[src/hdl/mrli_pkg.sv]
// types, codes and constants for the motor rs/ld/lq identifier
// used by motor_rs_ld_lq_identifier and mrli_chk; no dependencies
package mrli_pkg;

  // stream widths
  localparam int IN_DATA_W  = 48;
  localparam int OUT_DATA_W = 136;

  // configuration port
  localparam int CFG_ADDR_W = 3;
  localparam int CFG_DATA_W = 20;

  // datapath widths
  localparam int ACC_W  = 36;   // min_slope * tick period
  localparam int NUM_W  = 53;   // widest dividend
  localparam int DEN_W  = 30;   // widest divisor
  localparam int QUO_W  = 32;
  localparam int DIVC_W = 5;

  // scale factors
  localparam logic [31:0] RS_SCALE = 32'd1000000;
  localparam logic [31:0] NS_SCALE = 32'd1000000000;
  localparam int LD_LIM_SH = 11;
  localparam int LQ_LIM_SH = 13;
  localparam int LD_DEN_SH = 14;
  localparam int LQ_DEN_SH = 11;

  localparam logic [15:0] S16_MIN = 16'h8000;
  localparam logic [15:0] S16_MAX = 16'h7FFF;

  // result field positions in out_tdata
  localparam int OUT_PWM_BIT  = 32;
  localparam int OUT_PH_LO    = 33;
  localparam int OUT_PH_HI    = 36;
  localparam int OUT_DONE_BIT = 37;

  // register reset values
  localparam logic [15:0] ALIGN_V_RST   = 16'd3277;
  localparam logic [15:0] RS_V_RST      = 16'd3277;
  localparam logic [15:0] PULSE_V_RST   = 16'd6554;
  localparam logic [11:0] ALIGN_T_RST   = 12'd2000;
  localparam logic [11:0] SETTLE_T_RST  = 12'd2000;
  localparam logic [14:0] MIN_RS_I_RST  = 15'd51;
  localparam logic [15:0] MIN_SLOPE_RST = 16'd10;
  localparam logic [19:0] TICK_NS_RST   = 20'd50000;

  typedef enum logic [CFG_ADDR_W-1:0] {
    CFG_ALIGN_V   = 3'd0,
    CFG_RS_V      = 3'd1,
    CFG_PULSE_V   = 3'd2,
    CFG_ALIGN_T   = 3'd3,
    CFG_SETTLE_T  = 3'd4,
    CFG_MIN_RS_I  = 3'd5,
    CFG_MIN_SLOPE = 3'd6,
    CFG_TICK_NS   = 3'd7
  } cfg_idx_t;

  typedef enum logic [3:0] {
    PH_IDLE   = 4'd0,
    PH_ALIGN  = 4'd1,
    PH_RSVOLT = 4'd2,
    PH_SETTLE = 4'd3,
    PH_RSSAMP = 4'd4,
    PH_DPULSE = 4'd5,
    PH_QPULSE = 4'd6,
    PH_FINISH = 4'd7,
    PH_DONE   = 4'd8
  } phase_t;

  typedef enum logic [1:0] {
    OP_NONE = 2'd0,
    OP_RS   = 2'd1,
    OP_LD   = 2'd2,
    OP_LQ   = 2'd3
  } op_t;

  typedef enum logic [3:0] {
    S_IDLE    = 4'd0,
    S_MUL_A   = 4'd1,
    S_MUL_B   = 4'd2,
    S_CMP     = 4'd3,
    S_MUL_C   = 4'd4,
    S_MUL_D   = 4'd5,
    S_DIV_CHK = 4'd6,
    S_DIV     = 4'd7,
    S_OUT     = 4'd8
  } seq_t;

endpackage

[src/hdl/motor_rs_ld_lq_identifier.sv]
// top level of the motor rs/ld/lq identifier: phase sequencer, shared multiplier
// and bit-serial divider; depends on mrli_pkg
//
// Identifies stator resistance (micro-ohms) and d/q inductance (nanohenries) one
// control tick per input transaction. in_tuser 0 restarts the sequence and clears
// the results, in_tuser 1 is a control tick. Each input transaction yields exactly
// one output transaction with the voltage commands, phase, done flag and results.
// A tick that computes nothing goes straight to the output; a tick that updates
// Rs, Ld or Lq runs the restoring divider (one quotient bit per cycle) behind
// the single shared 32x32 multiplier. A failed slope test or a saturating
// quotient skips the divider. in_tready is high only between items; an output
// transaction may still wait for out_tready while the next item is taken in.
module motor_rs_ld_lq_identifier import mrli_pkg::*; (
  input  logic                  clk,
  input  logic                  rst_n,
  // input stream
  input  logic                  in_tvalid,
  output logic                  in_tready,
  input  logic [IN_DATA_W-1:0]  in_tdata,   // d_current, q_current, vbus
  input  logic                  in_tuser,   // kind
  // result stream
  output logic                  out_tvalid,
  input  logic                  out_tready,
  output logic [OUT_DATA_W-1:0] out_tdata,  // vd_command, vq_command, pwm_update,
                                            // phase, done_res, resistance,
                                            // d_inductance, q_inductance, pad
  // configuration
  input  logic                  cfg_wr_en,
  input  logic [CFG_ADDR_W-1:0] cfg_addr,
  input  logic [CFG_DATA_W-1:0] cfg_wdata
);

  // configuration registers
  logic [15:0] align_v_r, rs_v_r, pulse_v_r, min_slope_r;
  logic [11:0] align_t_r, settle_t_r;
  logic [14:0] min_rs_i_r;
  logic [19:0] tick_ns_r;

  // identification state
  phase_t      phase_r, phase_nxt;
  logic [11:0] cnt_r, cnt_nxt;
  logic        done_r, done_nxt;
  logic [15:0] base_r, base_nxt;
  logic [15:0] samp_r, samp_nxt;
  logic [15:0] vd_r, vd_nxt;
  logic [15:0] vq_r, vq_nxt;
  logic        pwm_r, pwm_nxt;
  logic [31:0] res_r [3];

  // arithmetic job
  op_t              op_r, op_nxt;
  logic [16:0]      dpos_r, dpos_nxt;
  logic [DEN_W-1:0] den_r, den_nxt;
  logic [15:0]      bus_r;
  logic [ACC_W-1:0] acc_r;
  logic [NUM_W-1:0] num_r;
  logic [DEN_W-1:0] rem_r;
  logic [QUO_W-1:0] quo_r;
  logic [DIVC_W-1:0] div_cnt_r;

  // sequencer
  seq_t state_r, state_nxt;

  // output register
  logic                  out_valid_r;
  logic [OUT_DATA_W-1:0] out_data_r;

  // input fields
  logic        kind;
  logic [15:0] idc, iqc, bus;
  logic        accept;

  // tick logic intermediates
  logic [12:0] nt;
  logic [16:0] d_delta;
  logic [18:0] q_sum;
  logic        clr_res;
  logic [15:0] pv_neg;

  // datapath control
  logic [31:0]      mul_a, mul_b;
  logic [63:0]      prod;
  logic             acc_we, num_we, num_shl;
  logic [NUM_W-1:0] lim;
  logic             slope_ok;
  logic             sat;
  logic [DEN_W+1:0] trial;
  logic             qbit;
  logic             res_we;
  logic [31:0]      res_val;
  logic [1:0]       res_idx;
  logic             out_load;
  logic [14:0]      rsv_pos, pv_pos;

  assign kind   = in_tuser;
  assign idc    = in_tdata[15:0];
  assign iqc    = in_tdata[31:16];
  assign bus    = in_tdata[47:32];
  assign accept = in_tvalid && in_tready;

  // configuration writes
  always_ff @(posedge clk) begin
    if (!rst_n) begin
      align_v_r   <= ALIGN_V_RST;
      rs_v_r      <= RS_V_RST;
      pulse_v_r   <= PULSE_V_RST;
      align_t_r   <= ALIGN_T_RST;
      settle_t_r  <= SETTLE_T_RST;
      min_rs_i_r  <= MIN_RS_I_RST;
      min_slope_r <= MIN_SLOPE_RST;
      tick_ns_r   <= TICK_NS_RST;
    end else if (cfg_wr_en) begin
      unique case (cfg_idx_t'(cfg_addr))
        CFG_ALIGN_V:   align_v_r   <= cfg_wdata[15:0];
        CFG_RS_V:      rs_v_r      <= cfg_wdata[15:0];
        CFG_PULSE_V:   pulse_v_r   <= cfg_wdata[15:0];
        CFG_ALIGN_T:   align_t_r   <= cfg_wdata[11:0];
        CFG_SETTLE_T:  settle_t_r  <= cfg_wdata[11:0];
        CFG_MIN_RS_I:  min_rs_i_r  <= cfg_wdata[14:0];
        CFG_MIN_SLOPE: min_slope_r <= cfg_wdata[15:0];
        CFG_TICK_NS:   tick_ns_r   <= cfg_wdata[19:0];
      endcase
    end
  end

  // phase update for one transaction
  always_comb begin
    nt       = {1'b0, cnt_r} + 13'd1;
    d_delta  = {idc[15], idc} - {base_r[15], base_r};
    q_sum    = {{3{samp_r[15]}}, samp_r} + {{3{iqc[15]}}, iqc}
             - {{2{base_r[15]}}, base_r, 1'b0};
    pv_neg   = (pulse_v_r == S16_MIN) ? S16_MAX : 16'(-pulse_v_r);
    phase_nxt = phase_r;
    cnt_nxt   = cnt_r;
    done_nxt  = done_r;
    base_nxt  = base_r;
    samp_nxt  = samp_r;
    vd_nxt    = vd_r;
    vq_nxt    = vq_r;
    pwm_nxt   = 1'b0;
    op_nxt    = OP_NONE;
    dpos_nxt  = dpos_r;
    den_nxt   = den_r;
    clr_res   = 1'b0;
    if (!kind) begin
      phase_nxt = PH_ALIGN;
      cnt_nxt   = '0;
      done_nxt  = 1'b0;
      clr_res   = 1'b1;
    end else if (!done_r && phase_r >= PH_ALIGN && phase_r <= PH_FINISH) begin
      pwm_nxt = 1'b1;
      cnt_nxt = nt[11:0];
      unique case (phase_r)
        PH_ALIGN: begin
          vd_nxt = align_v_r;
          vq_nxt = '0;
          if (nt > {1'b0, align_t_r}) begin
            cnt_nxt   = '0;
            phase_nxt = PH_RSVOLT;
          end
        end
        PH_RSVOLT: begin
          vd_nxt    = rs_v_r;
          vq_nxt    = '0;
          cnt_nxt   = '0;
          phase_nxt = PH_SETTLE;
        end
        PH_SETTLE: begin
          vd_nxt = rs_v_r;
          vq_nxt = '0;
          if (nt > {1'b0, settle_t_r}) begin
            cnt_nxt   = '0;
            phase_nxt = PH_RSSAMP;
          end
        end
        PH_RSSAMP: begin
          vd_nxt   = rs_v_r;
          vq_nxt   = '0;
          samp_nxt = idc;
          if ($signed(idc) > $signed({1'b0, min_rs_i_r})) begin
            op_nxt  = OP_RS;
            den_nxt = {1'b0, idc[14:0], 14'b0};
          end
          cnt_nxt   = '0;
          phase_nxt = PH_DPULSE;
        end
        PH_DPULSE: begin
          vd_nxt = pulse_v_r;
          vq_nxt = '0;
          if (nt == 13'd1) begin
            base_nxt = idc;
          end else if (nt != 13'd2) begin
            samp_nxt = idc;
            // a slope that is not positive can never pass the test
            if (!d_delta[16] && d_delta != '0) begin
              op_nxt   = OP_LD;
              dpos_nxt = {1'b0, d_delta[15:0]};
              den_nxt  = {d_delta[15:0], LD_DEN_SH'(0)};
            end
            cnt_nxt   = '0;
            phase_nxt = PH_QPULSE;
          end
        end
        PH_QPULSE: begin
          if (nt == 13'd1) begin
            base_nxt = iqc;
            vq_nxt   = pulse_v_r;
          end else if (nt == 13'd3) begin
            samp_nxt = iqc;
            vq_nxt   = pv_neg;
          end else if (nt >= 13'd5) begin
            if (!q_sum[18] && q_sum != '0) begin
              op_nxt   = OP_LQ;
              dpos_nxt = q_sum[16:0];
              den_nxt  = {2'b0, q_sum[16:0], LQ_DEN_SH'(0)};
            end
            cnt_nxt   = '0;
            phase_nxt = PH_FINISH;
          end
        end
        default: begin
          vd_nxt    = '0;
          vq_nxt    = '0;
          done_nxt  = 1'b1;
          phase_nxt = PH_DONE;
        end
      endcase
    end
  end

  // sequencer next state
  always_comb begin
    state_nxt = state_r;
    unique case (state_r)
      S_IDLE:    if (accept) state_nxt = (op_nxt == OP_NONE) ? S_OUT : S_MUL_A;
      S_MUL_A:   state_nxt = S_MUL_B;
      S_MUL_B:   state_nxt = (op_r == OP_RS) ? S_DIV_CHK : S_CMP;
      S_CMP:     state_nxt = slope_ok ? S_MUL_C : S_OUT;
      S_MUL_C:   state_nxt = S_MUL_D;
      S_MUL_D:   state_nxt = S_DIV_CHK;
      S_DIV_CHK: state_nxt = sat ? S_OUT : S_DIV;
      S_DIV:     if (div_cnt_r == DIVC_W'(QUO_W - 1)) state_nxt = S_OUT;
      S_OUT:     if (!out_valid_r || out_tready) state_nxt = S_IDLE;
      default:   state_nxt = S_IDLE;
    endcase
  end

  // positive parts of the voltage registers; a non-positive one yields zero
  assign rsv_pos = rs_v_r[15]    ? '0 : rs_v_r[14:0];
  assign pv_pos  = pulse_v_r[15] ? '0 : pulse_v_r[14:0];

  // shared multiplier
  assign prod = mul_a * mul_b;

  // slope limit and saturation test
  assign lim      = (op_r == OP_LD) ? (NUM_W'(acc_r) << LD_LIM_SH)
                                    : (NUM_W'(acc_r) << LQ_LIM_SH);
  assign slope_ok = num_r > lim;
  assign sat      = DEN_W'(num_r[NUM_W-1:QUO_W]) >= den_r;

  // one restoring divider step
  assign trial = {1'b0, rem_r, quo_r[QUO_W-1]} - {2'b0, den_r};
  assign qbit  = !trial[DEN_W+1];

  // sequencer outputs
  always_comb begin
    in_tready = 1'b0;
    mul_a     = '0;
    mul_b     = '0;
    acc_we    = 1'b0;
    num_we    = 1'b0;
    num_shl   = 1'b0;
    res_we    = 1'b0;
    res_val   = '0;
    out_load  = 1'b0;
    unique case (state_r)
      S_IDLE: in_tready = 1'b1;
      S_MUL_A: begin
        acc_we = 1'b1;
        if (op_r == OP_RS) begin
          mul_a = 32'(rsv_pos);
          mul_b = 32'(bus_r);
        end else begin
          mul_a = 32'(min_slope_r);
          mul_b = 32'(tick_ns_r);
        end
      end
      S_MUL_B: begin
        num_we = 1'b1;
        if (op_r == OP_RS) begin
          mul_a = acc_r[31:0];
          mul_b = RS_SCALE;
        end else begin
          mul_a = 32'(dpos_r);
          mul_b = NS_SCALE;
        end
      end
      S_MUL_C: begin
        acc_we = 1'b1;
        mul_a  = 32'(pv_pos);
        mul_b  = 32'(bus_r);
      end
      S_MUL_D: begin
        num_we  = 1'b1;
        num_shl = (op_r == OP_LD);
        mul_a   = acc_r[31:0];
        mul_b   = 32'(tick_ns_r);
      end
      S_DIV_CHK: begin
        res_we  = sat;
        res_val = '1;
      end
      S_DIV: begin
        res_we  = (div_cnt_r == DIVC_W'(QUO_W - 1));
        res_val = {quo_r[QUO_W-2:0], qbit};
      end
      S_OUT: out_load = !out_valid_r || out_tready;
      default: ;
    endcase
  end

  always_comb begin
    unique case (op_r)
      OP_LD:   res_idx = 2'd1;
      OP_LQ:   res_idx = 2'd2;
      default: res_idx = 2'd0;
    endcase
  end

  // control and state registers
  always_ff @(posedge clk) begin
    if (!rst_n) begin
      state_r <= S_IDLE;
      phase_r <= PH_IDLE;
      cnt_r   <= '0;
      done_r  <= 1'b0;
      base_r  <= '0;
      samp_r  <= '0;
      vd_r    <= '0;
      vq_r    <= '0;
      pwm_r   <= 1'b0;
      op_r    <= OP_NONE;
      for (int i = 0; i < 3; i++) res_r[i] <= '0;
    end else begin
      state_r <= state_nxt;
      if (accept) begin
        phase_r <= phase_nxt;
        cnt_r   <= cnt_nxt;
        done_r  <= done_nxt;
        base_r  <= base_nxt;
        samp_r  <= samp_nxt;
        vd_r    <= vd_nxt;
        vq_r    <= vq_nxt;
        pwm_r   <= pwm_nxt;
        op_r    <= op_nxt;
      end
      if (accept && clr_res) begin
        for (int i = 0; i < 3; i++) res_r[i] <= '0;
      end else if (res_we) begin
        res_r[res_idx] <= res_val;
      end
    end
  end

  // arithmetic registers
  always_ff @(posedge clk) begin
    if (accept) begin
      dpos_r <= dpos_nxt;
      den_r  <= den_nxt;
      bus_r  <= bus;
    end
    if (acc_we) acc_r <= prod[ACC_W-1:0];
    if (num_we) num_r <= num_shl ? {prod[NUM_W-2:0], 1'b0} : prod[NUM_W-1:0];
    if (state_r == S_DIV_CHK) begin
      rem_r     <= DEN_W'(num_r[NUM_W-1:QUO_W]);
      quo_r     <= num_r[QUO_W-1:0];
      div_cnt_r <= '0;
    end else if (state_r == S_DIV) begin
      rem_r     <= qbit ? trial[DEN_W-1:0] : {rem_r[DEN_W-2:0], quo_r[QUO_W-1]};
      quo_r     <= {quo_r[QUO_W-2:0], qbit};
      div_cnt_r <= div_cnt_r + DIVC_W'(1);
    end
  end

  // output register
  always_ff @(posedge clk) begin
    if (!rst_n) begin
      out_valid_r <= 1'b0;
    end else if (out_load) begin
      out_valid_r <= 1'b1;
    end else if (out_tready) begin
      out_valid_r <= 1'b0;
    end
  end

  always_ff @(posedge clk) begin
    if (out_load) begin
      out_data_r <= {2'b0, res_r[2], res_r[1], res_r[0], done_r, phase_r, pwm_r, vq_r, vd_r};
    end
  end

  assign out_tvalid = out_valid_r;
  assign out_tdata  = out_data_r;

endmodule

[config.mk]
export PLATFORM = sky130hd
export DESIGN_NAME = motor_rs_ld_lq_identifier
export DESIGN_NICKNAME = d
export VERILOG_FILES = /design/src/hdl/mrli_pkg.sv /design/src/hdl/motor_rs_ld_lq_identifier.sv
export SDC_FILE = /design/constraint.sdc
export NUM_CORES = 2
export LEC_CHECK = 0
export BUFFER_PORTS_ARGS = -buffer_cell sky130_fd_sc_hd__buf_2
export CAP_MARGIN = 20
export CORE_MARGIN = 3
export CORE_UTILIZATION = 50
export DETAILED_ROUTE_END_ITERATION = 8
export PLACE_DENSITY = 0.7
export REMOVE_ABC_BUFFERS = 1
export SYNTH_ARGS = -nofsm -noshare
export SYNTH_HDL_FRONTEND = slang
export SYNTH_SLANG_ARGS = --single-unit
[constraint.sdc]
create_clock -name clk -period 22.8 [get_ports clk]
set_input_delay 2.28 -clock clk [delete_from_list [all_inputs] [get_ports clk]]
set_output_delay 2.28 -clock clk [all_outputs]
set_load 0.05 [all_outputs]
==> flow_metrics.env <==
export IMPL_path_max_fanout=28
export IMPL_setup_total_negative_slack_ns=0
export IMPL_tritoncts_num_buffers=68
export IMPL_critical_path_max_stage_delay_ns=0.70
export IMPL_rows=122
export IMPL_via_per_inst=5.75
export IMPL_required_ns=23.16
export IMPL_ys_seq_elements=650
export IMPL_drt_initial_drc_count=4563
export IMPL_postCtsSetupBuffers=0
export IMPL_gr_total_overflow=0
export IMPL_gr_max_usage_layer="met2"
export IMPL_post_cts_resized=0
export IMPL_met2_usage=0.462
export IMPL_rsz_0062_raised_after_global_routing="false"
export IMPL_timing_setup_critical_path_class="register to register"
export IMPL_cap_viol_max_count=0
export IMPL_worst_endpoint_data_arrival_time_ns=11.72
export IMPL_clock_skew_ns=0.0303
export IMPL_critPathMostFrequentCell="sky130_fd_sc_hd__fa_1"
export IMPL_finish_net_count=7241
export IMPL_timing_critical_path_max_delay_family="adder cells"
export IMPL_clkTransAtPathRegs_ns=0.06
export IMPL_max_root_sink_buffers=3
export IMPL_predominant_post_synthesis_flop_cell="sky130_fd_sc_hd__edfxtp_1"
export IMPL_remaining_drc_errors=0
export IMPL_die_area_mm2=0.116
export IMPL_cts_tree="done"
export IMPL_synth_top_area_share=0.255
export IMPL_cts_hold_fix_buffers=0
export IMPL_min_period_ns=11.35
export IMPL_synth_edf_count=424
export IMPL_final_hold_viol_count=0
export IMPL_leakagePower_nw=27.4
export IMPL_cp_end_kind="register"
export IMPL_post_synth_instance_area_mm2=0.0562
export IMPL_wl_per_cell_um=22.7
export IMPL_synthArstFlopShare=0
export IMPL_ir_worst_vdd_mv=0.0973
export IMPL_detail_route_wirelength_mm=173
export IMPL_power_density_cell_area_mw_per_mm2=52.6
export IMPL_root_buffer="sky130_fd_sc_hd__clkbuf_16"
export IMPL_grt_first_pass_wirelength_mm=263
export IMPL_fmax_ghz=0.0881
export IMPL_grt_max_degree=84
export IMPL_postSynthAreaPerCell_um2=9.54
export IMPL_seq_area_frac_synth=0.307
export IMPL_run_status="complete, no violations"
export IMPL_slew_headroom=0.135
export IMPL_finalWeightedCongestion=1.02
export IMPL_cts_num_sinks=650
export IMPL_period_share=0.498
export IMPL_ant_nets=0
export IMPL_h_tree_depth=3
export IMPL_netlist_top_cell_by_area="sky130_fd_sc_hd__fa_1"
export IMPL_actual_transition_at_the_worst_max_transition_pin_ns=1.30
export IMPL_cpMaxStageDelayCell="sky130_fd_sc_hd__nand2_1"
export IMPL_design_portCount=215
export IMPL_count_of_input_and_output_buffers=212
export IMPL_detailed_place_hpwl_mm=135
export IMPL_worst_setup_path_start_kind="register"
export IMPL_core_area_mm2=0.111
export IMPL_initial_antenna_violation_count=3
export IMPL_nFillCells=9928
export IMPL_dieWidth_um=341
export IMPL_synth_cells=5886
export IMPL_globalRouteTotalUtil=0.298
export IMPL_synth_warnings=0
export IMPL_hold_class="register to register"
export IMPL_grt_use_met3=0.0709
export IMPL_pre_cts_ws_ns=11.11
export IMPL_die_h_um=341
export IMPL_final_max_slew_viol_count=0
export IMPL_clkLatencyLatePin_ns=0.63
export IMPL_synthTopCellsByArea="sky130_fd_sc_hd__fa_1 (25%), sky130_fd_sc_hd__edfxtp_1 (23%), sky130_fd_sc_hd__ha_1 (8.7%)"
export IMPL_dr_total_vias=43800
export IMPL_number_of_global_route_vias_before_repair=43700
export IMPL_globalRouteMet1Util=0.399
export IMPL_cp_buffers_inverters=6
export IMPL_initial_utilization=0.505
export IMPL_setup_violations=0
export IMPL_synth_cell_types=99
export IMPL_area_growth_synth_to_final_pct=9.58
export IMPL_finalHoldWorstSlack_ns=0.417
export IMPL_dr_pass1_iters=8
export IMPL_layout_drive_gt1_share=0.0808
export IMPL_final_worst_path_setup_slack_ns=11.45
logic make-up after synthesis:
group | Yosys count | synth area share
multiplexers | 77 | 0.0140
flip-flops | 650 | 0.307
XOR/XNOR | 108 | 0.0168
buffers and inverters | 1161 | 0.0785
adder cells (fa/ha/maj) | 1105 | 0.342
AND/OR/NAND/NOR | 1962 | 0.147
AO/OA/AOI/OAI | 821 | 0.0947
other | 2 | 0.000134
cell usage after synthesis (all sizes together) (27+ instances only):
| library cell | n |
|---|---|
| xor2 | 32 |
| clkbuf | 246 |
| a211oi | 54 |
| mux2i | 69 |
| or3 | 27 |
| a21o | 69 |
| inv | 887 |
| buf | 27 |
| o21ai | 173 |
| edfxtp | 424 |
| dfxtp | 226 |
| o211ai | 29 |
| nand2b | 27 |
| nor2 | 697 |
| nor3 | 46 |
| nand2 | 872 |
| xnor2 | 76 |
| nand3 | 119 |
| nor2b | 36 |
| and3 | 37 |
| a21oi | 266 |
| nand4 | 33 |
| fa | 714 |
| a22oi | 34 |
| ha | 391 |
state kept, by name (all words and copies together), names as in the netlist, 12 cells and up:
signal,cells
dpos_r,17
tick_ns_r,20
pulse_v_r,16
align_t_r,12
cnt_r,12
acc_r,36
rs_v_r,16
settle_t_r,12
quo_r,32
min_slope_r,16
vd_r,16
den_r,19
min_rs_i_r,15
vq_r,16
out_tdata,134
base_r,16
bus_r,16
align_v_r,16
res_r,96
num_r,53
rem_r,30
samp_r,16
placed cells by master, fill, tap and decap left out, types with 32 or more instances in the layout:
cell type                   count
sky130_fd_sc_hd__o21ai_0      168
sky130_fd_sc_hd__a211oi_1      52
sky130_fd_sc_hd__nor2_1       695
sky130_fd_sc_hd__xor2_1        32
sky130_fd_sc_hd__a21oi_1      259
sky130_fd_sc_hd__inv_1        885
sky130_fd_sc_hd__and3_1        37
sky130_fd_sc_hd__fa_1         714
sky130_fd_sc_hd__mux2i_1       69
sky130_fd_sc_hd__nand3_1      119
sky130_fd_sc_hd__buf_2        212
sky130_fd_sc_hd__nor2b_1       34
sky130_fd_sc_hd__nor3_1        38
sky130_fd_sc_hd__xnor2_1       76
sky130_fd_sc_hd__ha_1         391
sky130_fd_sc_hd__conb_1        71
sky130_fd_sc_hd__edfxtp_1     424
sky130_fd_sc_hd__nand2_1      870
sky130_fd_sc_hd__a21o_1        69
sky130_fd_sc_hd__clkbuf_16     72
sky130_fd_sc_hd__buf_4         91
sky130_fd_sc_hd__nand4_1       32
sky130_fd_sc_hd__dfxtp_1      226
per-stage QoR:
stage | util | cells | instance area [um2] | power, mW
after floorplan | - | 5682 | 55300 | 1.86
after global placement | 0.532 | 7469 | 59100 | 2.10
after detailed placement | 0.532 | 7471 | 59100 | 2.10
after CTS | 0.553 | 7597 | 61400 | 3.23
after global routing | 0.554 | 7604 | 61500 | 3.37
final | 0.554 | 7610 | 61500 | 3.24
layout make-up:
type	count	area [um2]	share of cell area
Multi-Input combinational cell	4144	35000	0.568
Sequential cell	650	17300	0.280
Inverter	888	3340	0.0542
Tap cell	1488	1860	0.0303
Clock buffer	83	1850	0.0301
Timing Repair Buffer	307	1830	0.0297
Clock inverter	43	438	0.00712
Antenna cell	7	17.5	0.000285
worst paths after layout:
| check | from | to | slack [ns] | cells after the start |
|---|---|---|---|---|
| setup / recovery | state_r[0] | num_r[50] | 11.45 | 32 |
| hold / removal | res_r[2][22] | out_tdata[124] | 0.42 | 0 |
| setup reg to reg | state_r[0] | num_r[50] | 11.45 | 32 |
| hold reg to reg | res_r[2][22] | out_tdata[124] | 0.42 | 0 |
power by group:
part / internal [mW] / switching, mW / total (mW)
combinational: 0.284 / 0.498 / 0.782
clock: 0.645 / 0.484 / 1.13
sequential: 1.31 / 0.0184 / 1.33
routing by layer:
| metal | share of wire | vias up | wire length [um] |
|---|---|---|---|
| met5 | 0 | - | 0 |
| met2 | 0.45 | 2320 | 77300 |
| met4 | 0.052 | 0 | 9070 |
| li1 | - | 19400 | - |
| met1 | 0.39 | 21600 | 67300 |
| met3 | 0.11 | 459 | 19200 |
Note: power is estimated with default switching activity, not from simulation.
